<file path="config.mk">
export PLATFORM = sky130hd
export DESIGN_NAME = sync_frame_reframer_checksum_unit
export DESIGN_NICKNAME = d
export VERILOG_FILES = /design/src/rtl/core/srfc_pkg.sv /design/src/rtl/core/sync_frame_reframer_checksum_unit.sv /design/src/rtl/core/srfc_front.sv /design/src/rtl/core/srfc_queue.sv /design/src/rtl/core/srfc_back.sv
export SDC_FILE = /design/constraint.sdc
export NUM_CORES = 1
export LEC_CHECK = 0
export BUFFER_PORTS_ARGS = -buffer_cell sky130_fd_sc_hd__buf_2
export CAP_MARGIN = 15
export CORE_AREA = 2 2 109 100
export CTS_CLUSTER_SIZE = 8
export DETAILED_ROUTE_END_ITERATION = 8
export DIE_AREA = 0 0 111 102
export PLACE_DENSITY_LB_ADDON = 0.15
export SYNTH_ARGS = -nofsm -noshare
export SYNTH_HDL_FRONTEND = slang
export SYNTH_SLANG_ARGS = --single-unit
</file>
<file path="constraint.sdc">
create_clock -name aclk -period 2.7 [get_ports aclk]
set_input_delay 0.405 -clock aclk [delete_from_list [all_inputs] [get_ports aclk]]
set_output_delay 0.405 -clock aclk [all_outputs]
set_load 0.01 [all_outputs]
</file>
<file path="src/rtl/core/srfc_pkg.sv">
// ----------------------------------------------------------------------------
// srfc_pkg: shared definitions for the sync frame re-framer
// Byte codes of the sync pair and the output header, the command that the
// front end hands to the back end, and default sizes.
// ----------------------------------------------------------------------------
`default_nettype none

package srfc_pkg;

    // Sync pair searched for in the received stream.
    localparam logic [7:0] SYNC_FIRST  = 8'hBB;
    localparam logic [7:0] SYNC_SECOND = 8'h33;

    // Header of a re-framed output frame.
    localparam logic [7:0] HEAD_FIRST  = 8'hAA;
    localparam logic [7:0] HEAD_SECOND = 8'h55;
    localparam logic [7:0] HEAD_TAG    = 8'h07;

    // Default depth of the command queue between front and back end.
    localparam int QUEUE_DEPTH_DEF = 4;

    // What the back end has to emit for one command.
    typedef enum logic [1:0] {
        CMD_HEADER  = 2'd0,   // four header bytes, data holds the length field
        CMD_PAYLOAD = 2'd1,   // one payload byte
        CMD_LAST    = 2'd2    // last payload byte followed by the checksum
    } cmd_kind_t;

    typedef struct packed {
        cmd_kind_t  kind;
        logic [7:0] data;
        logic [7:0] sum;
    } cmd_t;

endpackage

`default_nettype wire

</file>
<file path="src/rtl/core/sync_frame_reframer_checksum_unit.sv">
// ----------------------------------------------------------------------------
// sync_frame_reframer_checksum_unit: sync frame re-framer with sum checksum
// Top level joining parser, command queue and output sequencer.
// ----------------------------------------------------------------------------
// The block hunts the received byte stream for the pair 0xBB 0x33, reads a
// length byte L and L payload bytes, and streams out 0xAA 0x55 (L+1) 0x07,
// the payload and a mod-256 sum of all bytes emitted before it; L = 0 emits
// nothing. Each input byte that causes output is queued as a command; the
// output side emits one item per cycle unless m_axis_tready stalls it or
// the queue is empty. A length byte yields four output items, a payload
// byte one, the last payload byte two. Up to QUEUE_DEPTH commands wait in
// the queue; input is taken back to back while it has room. m_axis_tlast
// marks the last output item of one input item; m_axis_tuser a checksum.
`default_nettype none

module sync_frame_reframer_checksum_unit #(
    parameter int QUEUE_DEPTH = srfc_pkg::QUEUE_DEPTH_DEF
) (
    input  wire logic       aclk,
    input  wire logic       aresetn,
    input  wire logic       s_axis_tvalid,
    output logic            s_axis_tready,
    input  wire logic [7:0] s_axis_tdata,    // [7:0] rx_byte
    output logic            m_axis_tvalid,
    input  wire logic       m_axis_tready,
    output logic [7:0]      m_axis_tdata,    // [7:0] tx_byte
    output logic            m_axis_tlast,    // last_of_run
    output logic            m_axis_tuser     // [0] frame_end
);

    import srfc_pkg::*;

    cmd_t front_cmd;
    cmd_t head_cmd;
    logic front_push;
    logic queue_full;
    logic queue_empty;
    logic back_pop;
    logic in_accept;

    assign s_axis_tready = !queue_full;
    assign in_accept     = s_axis_tvalid && !queue_full;

    // Parser.
    srfc_front u_front (
        .aclk      (aclk),
        .aresetn   (aresetn),
        .in_accept (in_accept),
        .in_byte   (s_axis_tdata),
        .cmd       (front_cmd),
        .cmd_push  (front_push)
    );

    // Command queue.
    srfc_queue #(
        .DEPTH (QUEUE_DEPTH)
    ) u_queue (
        .aclk     (aclk),
        .aresetn  (aresetn),
        .push     (front_push),
        .push_cmd (front_cmd),
        .full     (queue_full),
        .pop      (back_pop),
        .head_cmd (head_cmd),
        .empty    (queue_empty)
    );

    // Output sequencer.
    srfc_back u_back (
        .aclk          (aclk),
        .aresetn       (aresetn),
        .head_cmd      (head_cmd),
        .head_valid    (!queue_empty),
        .pop           (back_pop),
        .out_valid     (m_axis_tvalid),
        .out_ready     (m_axis_tready),
        .out_byte      (m_axis_tdata),
        .out_last      (m_axis_tlast),
        .out_frame_end (m_axis_tuser)
    );

endmodule

`default_nettype wire

</file>
<file path="src/rtl/core/srfc_front.sv">
// ----------------------------------------------------------------------------
// srfc_front: sync hunt and frame parser
// Accepts received bytes, tracks the hunt phase, the remaining payload count
// and the running checksum, and issues one command per byte that causes output.
// ----------------------------------------------------------------------------
`default_nettype none

module srfc_front (
    input  wire logic          aclk,
    input  wire logic          aresetn,
    input  wire logic          in_accept,
    input  wire logic [7:0]    in_byte,
    output srfc_pkg::cmd_t     cmd,
    output logic               cmd_push
);

    import srfc_pkg::*;

    typedef enum logic [1:0] {
        HUNT_FIRST  = 2'd0,
        HUNT_SECOND = 2'd1,
        GET_LENGTH  = 2'd2,
        PAYLOAD     = 2'd3
    } phase_t;

    phase_t     phase_reg, phase_next;
    logic [7:0] remaining_reg, remaining_next;
    logic [7:0] sum_reg, sum_next;
    logic [7:0] len_field;
    logic [7:0] pay_sum;

    assign len_field = in_byte + 8'd1;
    assign pay_sum   = sum_reg + in_byte;

    // Next-state and command decode for the accepted item.
    always_comb begin
        phase_next     = phase_reg;
        remaining_next = remaining_reg;
        sum_next       = sum_reg;
        cmd_push       = 1'b0;
        cmd.kind       = CMD_PAYLOAD;
        cmd.data       = in_byte;
        cmd.sum        = pay_sum;
        if (in_accept) begin
            unique case (phase_reg)
                HUNT_FIRST: begin
                    phase_next = (in_byte == SYNC_FIRST) ? HUNT_SECOND : HUNT_FIRST;
                end
                HUNT_SECOND: begin
                    phase_next = (in_byte == SYNC_SECOND) ? GET_LENGTH : HUNT_FIRST;
                end
                GET_LENGTH: begin
                    if (in_byte == 8'd0) begin
                        phase_next     = HUNT_FIRST;
                        remaining_next = 8'd0;
                    end else begin
                        phase_next     = PAYLOAD;
                        remaining_next = in_byte;
                        sum_next       = HEAD_FIRST + HEAD_SECOND + len_field + HEAD_TAG;
                        cmd_push       = 1'b1;
                        cmd.kind       = CMD_HEADER;
                        cmd.data       = len_field;
                    end
                end
                PAYLOAD: begin
                    if (remaining_reg == 8'd0) begin
                        // Cannot arise in normal operation; drop the item.
                        phase_next = HUNT_FIRST;
                    end else if (remaining_reg == 8'd1) begin
                        phase_next     = HUNT_FIRST;
                        remaining_next = 8'd0;
                        sum_next       = 8'd0;
                        cmd_push       = 1'b1;
                        cmd.kind       = CMD_LAST;
                    end else begin
                        remaining_next = remaining_reg - 8'd1;
                        sum_next       = pay_sum;
                        cmd_push       = 1'b1;
                        cmd.kind       = CMD_PAYLOAD;
                    end
                end
            endcase
        end
    end

    // Parser state.
    always_ff @(posedge aclk) begin
        if (!aresetn) begin
            phase_reg     <= HUNT_FIRST;
            remaining_reg <= 8'd0;
            sum_reg       <= 8'd0;
        end else begin
            phase_reg     <= phase_next;
            remaining_reg <= remaining_next;
            sum_reg       <= sum_next;
        end
    end

endmodule

`default_nettype wire

</file>
<file path="src/rtl/core/srfc_queue.sv">
// ----------------------------------------------------------------------------
// srfc_queue: command queue
// A short first-in first-out store of commands that decouples the parser
// from the output sequencer.
// ----------------------------------------------------------------------------
`default_nettype none

module srfc_queue #(
    parameter int DEPTH = srfc_pkg::QUEUE_DEPTH_DEF
) (
    input  wire logic           aclk,
    input  wire logic           aresetn,
    input  wire logic           push,
    input  srfc_pkg::cmd_t      push_cmd,
    output logic                full,
    input  wire logic           pop,
    output srfc_pkg::cmd_t      head_cmd,
    output logic                empty
);

    import srfc_pkg::*;

    localparam int PTR_W = (DEPTH > 1) ? $clog2(DEPTH) : 1;
    localparam int CNT_W = $clog2(DEPTH + 1);
    localparam logic [PTR_W-1:0] PTR_LAST = PTR_W'(DEPTH - 1);
    localparam logic [CNT_W-1:0] CNT_FULL = CNT_W'(DEPTH);

    cmd_t             store_reg [DEPTH];
    logic [PTR_W-1:0] wr_ptr_reg;
    logic [PTR_W-1:0] rd_ptr_reg;
    logic [CNT_W-1:0] count_reg;
    logic             do_push;
    logic             do_pop;

    assign full     = (count_reg == CNT_FULL);
    assign empty    = (count_reg == '0);
    assign do_push  = push && !full;
    assign do_pop   = pop && !empty;
    assign head_cmd = store_reg[rd_ptr_reg];

    // Entry storage.
    always_ff @(posedge aclk) begin
        if (do_push) begin
            store_reg[wr_ptr_reg] <= push_cmd;
        end
    end

    // Pointers and fill count.
    always_ff @(posedge aclk) begin
        if (!aresetn) begin
            wr_ptr_reg <= '0;
            rd_ptr_reg <= '0;
            count_reg  <= '0;
        end else begin
            if (do_push) begin
                wr_ptr_reg <= (wr_ptr_reg == PTR_LAST) ? '0 : wr_ptr_reg + PTR_W'(1);
            end
            if (do_pop) begin
                rd_ptr_reg <= (rd_ptr_reg == PTR_LAST) ? '0 : rd_ptr_reg + PTR_W'(1);
            end
            if (do_push && !do_pop) begin
                count_reg <= count_reg + CNT_W'(1);
            end else if (do_pop && !do_push) begin
                count_reg <= count_reg - CNT_W'(1);
            end
        end
    end

endmodule

`default_nettype wire

</file>
<file path="src/rtl/core/srfc_back.sv">
// ----------------------------------------------------------------------------
// srfc_back: output sequencer
// Expands each queued command into its output items, one per cycle while
// out_ready does not stall it, into a registered output stage.
// ----------------------------------------------------------------------------
`default_nettype none

module srfc_back (
    input  wire logic          aclk,
    input  wire logic          aresetn,
    input  srfc_pkg::cmd_t     head_cmd,
    input  wire logic          head_valid,
    output logic               pop,
    output logic               out_valid,
    input  wire logic          out_ready,
    output logic [7:0]         out_byte,
    output logic               out_last,
    output logic               out_frame_end
);

    import srfc_pkg::*;

    logic [1:0] idx_reg;
    logic       valid_reg;
    logic [7:0] byte_reg;
    logic       last_reg;
    logic       fend_reg;
    logic       load;
    logic       final_sub;
    logic [7:0] sub_byte;
    logic       sub_last;
    logic       sub_fend;

    assign load          = head_valid && (!valid_reg || out_ready);
    assign pop           = load && final_sub;
    assign out_valid     = valid_reg;
    assign out_byte      = byte_reg;
    assign out_last      = last_reg;
    assign out_frame_end = fend_reg;

    // Select the item that the current step of the command emits.
    always_comb begin
        sub_byte  = head_cmd.data;
        sub_last  = 1'b1;
        sub_fend  = 1'b0;
        final_sub = 1'b1;
        unique case (head_cmd.kind)
            CMD_HEADER: begin
                unique case (idx_reg)
                    2'd0: begin
                        sub_byte  = HEAD_FIRST;
                        sub_last  = 1'b0;
                        final_sub = 1'b0;
                    end
                    2'd1: begin
                        sub_byte  = HEAD_SECOND;
                        sub_last  = 1'b0;
                        final_sub = 1'b0;
                    end
                    2'd2: begin
                        sub_byte  = head_cmd.data;
                        sub_last  = 1'b0;
                        final_sub = 1'b0;
                    end
                    2'd3: begin
                        sub_byte = HEAD_TAG;
                    end
                endcase
            end
            CMD_LAST: begin
                if (idx_reg == 2'd0) begin
                    sub_byte  = head_cmd.data;
                    sub_last  = 1'b0;
                    final_sub = 1'b0;
                end else begin
                    sub_byte = head_cmd.sum;
                    sub_fend = 1'b1;
                end
            end
            default: begin
                sub_byte = head_cmd.data;
            end
        endcase
    end

    // Step counter and output register.
    always_ff @(posedge aclk) begin
        if (!aresetn) begin
            idx_reg   <= 2'd0;
            valid_reg <= 1'b0;
        end else begin
            if (load) begin
                idx_reg   <= final_sub ? 2'd0 : idx_reg + 2'd1;
                valid_reg <= 1'b1;
            end else if (out_ready) begin
                valid_reg <= 1'b0;
            end
        end
    end

    always_ff @(posedge aclk) begin
        if (load) begin
            byte_reg <= sub_byte;
            last_reg <= sub_last;
            fend_reg <= sub_fend;
        end
    end

endmodule

`default_nettype wire
</file>
* Yosys cells after proc, flatten, opt, wreduce, memory -nomap -nowiden *
Memories as Yosys holds them, arrays and structs flattened. A register that Yosys moved wholly into a read port is not among the register bits.
Index checks and enable logic that the tools add are counted.

storage, ports and cells
  bits in registers = 38
  latch bits = 0
  bits in writable memories = 72
  bits in read-only memories = 0
  output and inout bits = 12
  logic and storage cells = 105
  memories = 1

cells by class
  add/subtract/negate cells = 10
  $mul = 0
  div/mod/pow operators = 0
  order comparisons = 0
  equal/unequal tests = 16
  shift-type cells = 0
  mux-type cells = 41
  bitwise gates (word level) = 0
  reductions and logical operators = 26

memories
  memory             words  width  read ports  clocked after Yosys merged registers in  wr ports  line              RTL
  u_queue.store_reg  4      18     1           1                                        1         srfc_queue.sv:28  cmd_t store_reg [DEPTH];

operators by type and width
  cell                                                 count
  two-way mux 8 bit                                    8
  one-hot mux 8 bit (2 select lines)                   3
  one-hot mux 8 bit (4 select lines)                   1
  two-way mux 2 bit                                    11
  logical NOT 8 bit                                    2
  equality test 2 bit, second input constant           7
  two-way mux 1 bit                                    10
  two-way mux 10 bit                                   1
  two-way mux 9 bit                                    1
  adder 8 x 1 -> 8 bit, second input constant          1
  adder 8 x 3 -> 8 bit, second input constant          1
  adder 8 bit                                          1
  adder 8 bit, first input constant                    1
  equality test 8 x 1 -> 1 bit, second input constant  1
  equality test 8 x 6 -> 1 bit, second input constant  1
  equality test 8 bit, second input constant           1
  one-hot mux 2 bit (4 select lines)                   1
  subtractor 8 x 1 -> 8 bit, second input constant     1
  logical AND 1 bit                                    7
  adder 2 x 1 -> 2 bit, second input constant          3
  logical NOT 2 bit                                    3
  two-way mux 3 bit                                    2
  nonzero test 2 bit                                   3
  logical NOT 1 bit                                    5
  other kinds (14)                                     17

* Depth between registers and ports, before layout *
  word-level depth = 9
  depth in mapped cells = 13

* Modules after synthesis *
A second synthesis with hierarchy kept.

unflattened totals
  cells, all modules = 463
  area total of the unflattened synthesis = 5,698.0 sq um

by module, submodules not included
  module                             times used  cells an instance  area each (sq um)  sequential area each (sq um)
  srfc_queue                         1           145                3,119.2            2,342.2
  srfc_front                         1           257                1,873.0            360.3
  srfc_back                          1           58                 691.9              360.3
  sync_frame_reframer_checksum_unit  1           3                  13.8               0.0

* Worst setup path after synthesis *
OpenSTA, ideal clock, no wires.

  path kind = input-to-reg
  from = input s_axis_tdata[1]
  to = register u_queue.count_reg[2]
  arrival = 2.522 ns
  required time = 2.624 ns
  setup slack = 0.103 ns
  stages on the path = 13
  cells stage by stage = clkbuf_1 > inv_1 > ha_1 > nand3_1 > nand2_4 > o21ai_4 > buf_6 > ha_1 > inv_1 > fa_1 > xor2_1 > or3_1 > a21boi_0

on the way
  longest elaborated chain between the ends = 8

ends and longest elaborated chain
  what                                    line                                     RTL
  from (decl)                             sync_frame_reframer_checksum_unit.sv:23  input wire logic [7:0] s_axis_tdata,
  logical NOT 8 bit (*)                   srfc_front.sv:53                         if (in_byte == 8'd0) begin
  two-way mux 1 bit (*)                   srfc_front.sv:53
  one-hot mux 1 bit (2 select lines) (*)  srfc_front.sv:45                         unique case (phase_reg)
  two-way mux 1 bit (*)                   srfc_front.sv:44                         if (in_accept) begin
  logical AND 1 bit (*)                   srfc_queue.sv:37                         assign do_push = push && !full;
  named net u_queue.do_push               srfc_queue.sv:32                         logic do_push;
  logical NOT 1 bit                       srfc_queue.sv:63                         end else if (do_pop && !do_push) begin
  logical AND 1 bit                       srfc_queue.sv:63
  nonzero test 2 bit (no source line)     --
  to (signal assigned)                    srfc_queue.sv:62                         count_reg <= count_reg + CNT_W'(1);
  to (signal assigned)                    srfc_queue.sv:64                         count_reg <= count_reg - CNT_W'(1);
  to (decl)                               srfc_queue.sv:31                         logic [CNT_W-1:0] count_reg;

The timed path passes the listed nets; every way through them passes the cells marked *.
A chain may end at the register's enable or synchronous reset.

==> impl_metrics.py <==
metrics = {
    "outcome": {
        "status": "finished, final reports clean",
    },
    "sta": {
        "max-slew-margin-rel_pct": 56.1,
        "drv_slew": 0,
        "finalHoldViolations": 0,
        "tns_ps": 0,
        "clock_skew_ps": 11.2,
        "rsz0062_at_grt": "no",
        "worst_pin_slew_ps": 652,
        "fin_crit_ps": 2500,
        "post-route-period-util_pct": 92.8,
        "holdWs_ps": 318,
        "max_freq_mhz": 399,
        "setup_slack_ps": 195,
        "final-setup-viol-count": 0,
    },
    "yosys": {
        "synth.most_common_cell": "edfxtp_1",
        "synth_edf_count": 82,
        "synth_cell_types": 60,
        "synthTopCellsByCount": "edfxtp_1 (82), nand2_1 (31), dfxtp_1 (30)",
        "synth_area_um2": 5590,
        "seq_area_frac_synth_pct": 54.8,
        "synth_warnings": 0,
        "synth_top_area_share_pct": 44.1,
        "yosys_most_used_dff": "edfxtp_1",
        "syn-num-nets": 490,
        "synth-seq-cells": 112,
        "avgSynthCellArea_um2": 12.4,
        "synth_area_leader_cell": "edfxtp_1",
        "ys_async_sr_fraction_pct": 0,
        "netlist_instances": 451,
        "synth_top_cells_by_area": "edfxtp_1 (44%), dfxtp_1 (11%), mux4_2 (7.3%)",
    },
    "grt": {
        "overflow": 0,
        "grt_usage_pct": 20.9,
        "grt_pass1_wl_um": 18400,
        "grt_pass1_vias": 3667,
        "grt_max_degree": 30,
        "antenna_found_initial": 0,
    },
    "finish": {
        "layout.cells.non_filler": 621,
        "fin_util_pct": 62.0,
        "largest_reg_flops": 72,
        "nets": 526,
        "final_area_um2": 6270,
        "syn_to_final_growth_pct": 12.3,
        "num-fill-cells": 779,
        "n_antenna_cell": 0,
        "final_layout_size_suffix_gt1_share_pct": 19.5,
    },
    "place": {
        "portBuffers": 23,
        "gp_congestion": 0.897,
        "placed_area_um2": 5930,
        "pre_cts_slack_ps": 103,
        "dp.cells": 605,
        "hpwl_um": 8110,
    },
    "critical_path": {
        "critical_path_class": "reg -> reg",
        "path_max_fanout": 5,
        "cp-end-kind": "register",
        "crit_arrival_ps": 2780,
        "cp.required_ps": 2980,
        "start_kind": "register",
    },
    "drt": {
        "drt_iter0_markers": 292,
        "num_vias": 3705,
        "vias_per_cell": 5.97,
        "drcViolationCount": 0,
        "wl_um": 11300,
        "ant_nets": 0,
        "wire_per_inst_um": 18.3,
        "dr.pass1.iters": 5,
    },
    "floorplanning": {
        "die_w_um": 111,
        "start_util_pct": 55.2,
        "die_area_um2": 11300,
        "ios": 24,
        "core_um2": 10100,
        "die_h_um": 102,
        "rows": 35,
    },
    "power_and_ir_drop": {
        "power.total_mw": 4.87,
        "ir_worst_vdd_uv": 589,
        "p_per_area_nw_per_um2": 776,
        "p_leak_nw": 2.38,
    },
    "clock_tree": {
        "cts_tree": "done",
        "cts_root_buffer": "clkbuf_16",
        "clock_sinks": 112,
        "path_clk_slew_ps": 80,
        "htree_levels": 3,
        "tritoncts.num_buffers": 9,
        "clockBufferDepth": 2,
        "insertion_delay_ps": 350,
        "post_cts_buffers": 0,
    },
    "flow_run": {
        "maxCapViolCount": 0,
    },
    "min_path": {
        "hold_path_class": "in -> reg",
    },
}
==> where the power goes <==
group	leakage [nW]	switching (mW)	internal (mW)	total (mW)
Combinational	1.23	0.730	0.589	1.32
Clock	0.160	0.672	0.756	1.43
Sequential	0.991	0.0717	2.05	2.12
==> path summary, 6_finish.rpt <==
kind	to	cells past startpoint	start	slack, ps
hold / removal	u_back.out_valid	4	m_axis_tready	320
hold reg to reg	register	2	u_queue.rd_ptr_reg[0]	490
setup reg to reg	u_queue.count_reg[2]	10	register	200
setup / recovery	u_queue.count_reg[2]	10	register	200
==> worst max-delay path: stages, from the launching register on <==
cell      delay (ps)
dfxtp_4          370
mux4_2           520
nand2_2          120
nand3b_4         110
nand2_4          100
ha_2             180
inv_1             50
fa_1             370
xor2_1           160
or3_1            300
a21boi_1         150
==> layout make-up <==
cell class	instances	area (um^2)	share of cell area, %
Clock buffer	9	225	3.59
Tap cell	129	161	2.57
Clock inverter	7	103	1.64
Inverter	22	82.6	1.32
Sequential cell	112	3070	48.9
Timing Repair Buffer	49	314	5.01
Multi-Input combinational cell	293	2320	37.0
==> routing by layer <==
layer	GRT usage, %	wire [um]
met2	36.0	5520
met5	0	0
met3	4.33	551
met4	6.92	204
met1	26.9	5070
==> repair_timing <==
| item | in CTS | in global routing |
|---|---|---|
| resized for setup | 0 | 8 |
| hold buffers | 0 | 0 |
| setup endpoints to repair | 0 | 1 |
==> cells in the final DEF, fill, tap and decap left out, drive strengths merged, types with 7 or more instances in the layout <==
cell type,n
nor2,18
clkbuf,9
edfxtp,82
inv,26
nor2b,7
nand2b,7
and2,7
o211ai,8
nand3,18
nand2,33
o211a,8
ha,25
dfxtp,30
mux4,18
a21oi,25
xor2,10
buf,49
xnor2,8
o21ai,26
==> kinds of logic (layout without fill, tap and decap cells) <==
kind of cell / Yosys count / after routing / share of synthesized area (%)
XOR/XNOR: 18 / 18 / 2.82
adder cells (fa/ha/maj): 27 / 27 / 6.32
AND/OR/NAND/NOR: 122 / 122 / 11.9
buffers and inverters: 46 / 87 / 3.81
AO/OA/AOI/OAI: 105 / 105 / 12.5
multiplexers: 21 / 21 / 7.82
flip-flops: 112 / 112 / 54.8
Power figures use the tool's default switching activity.
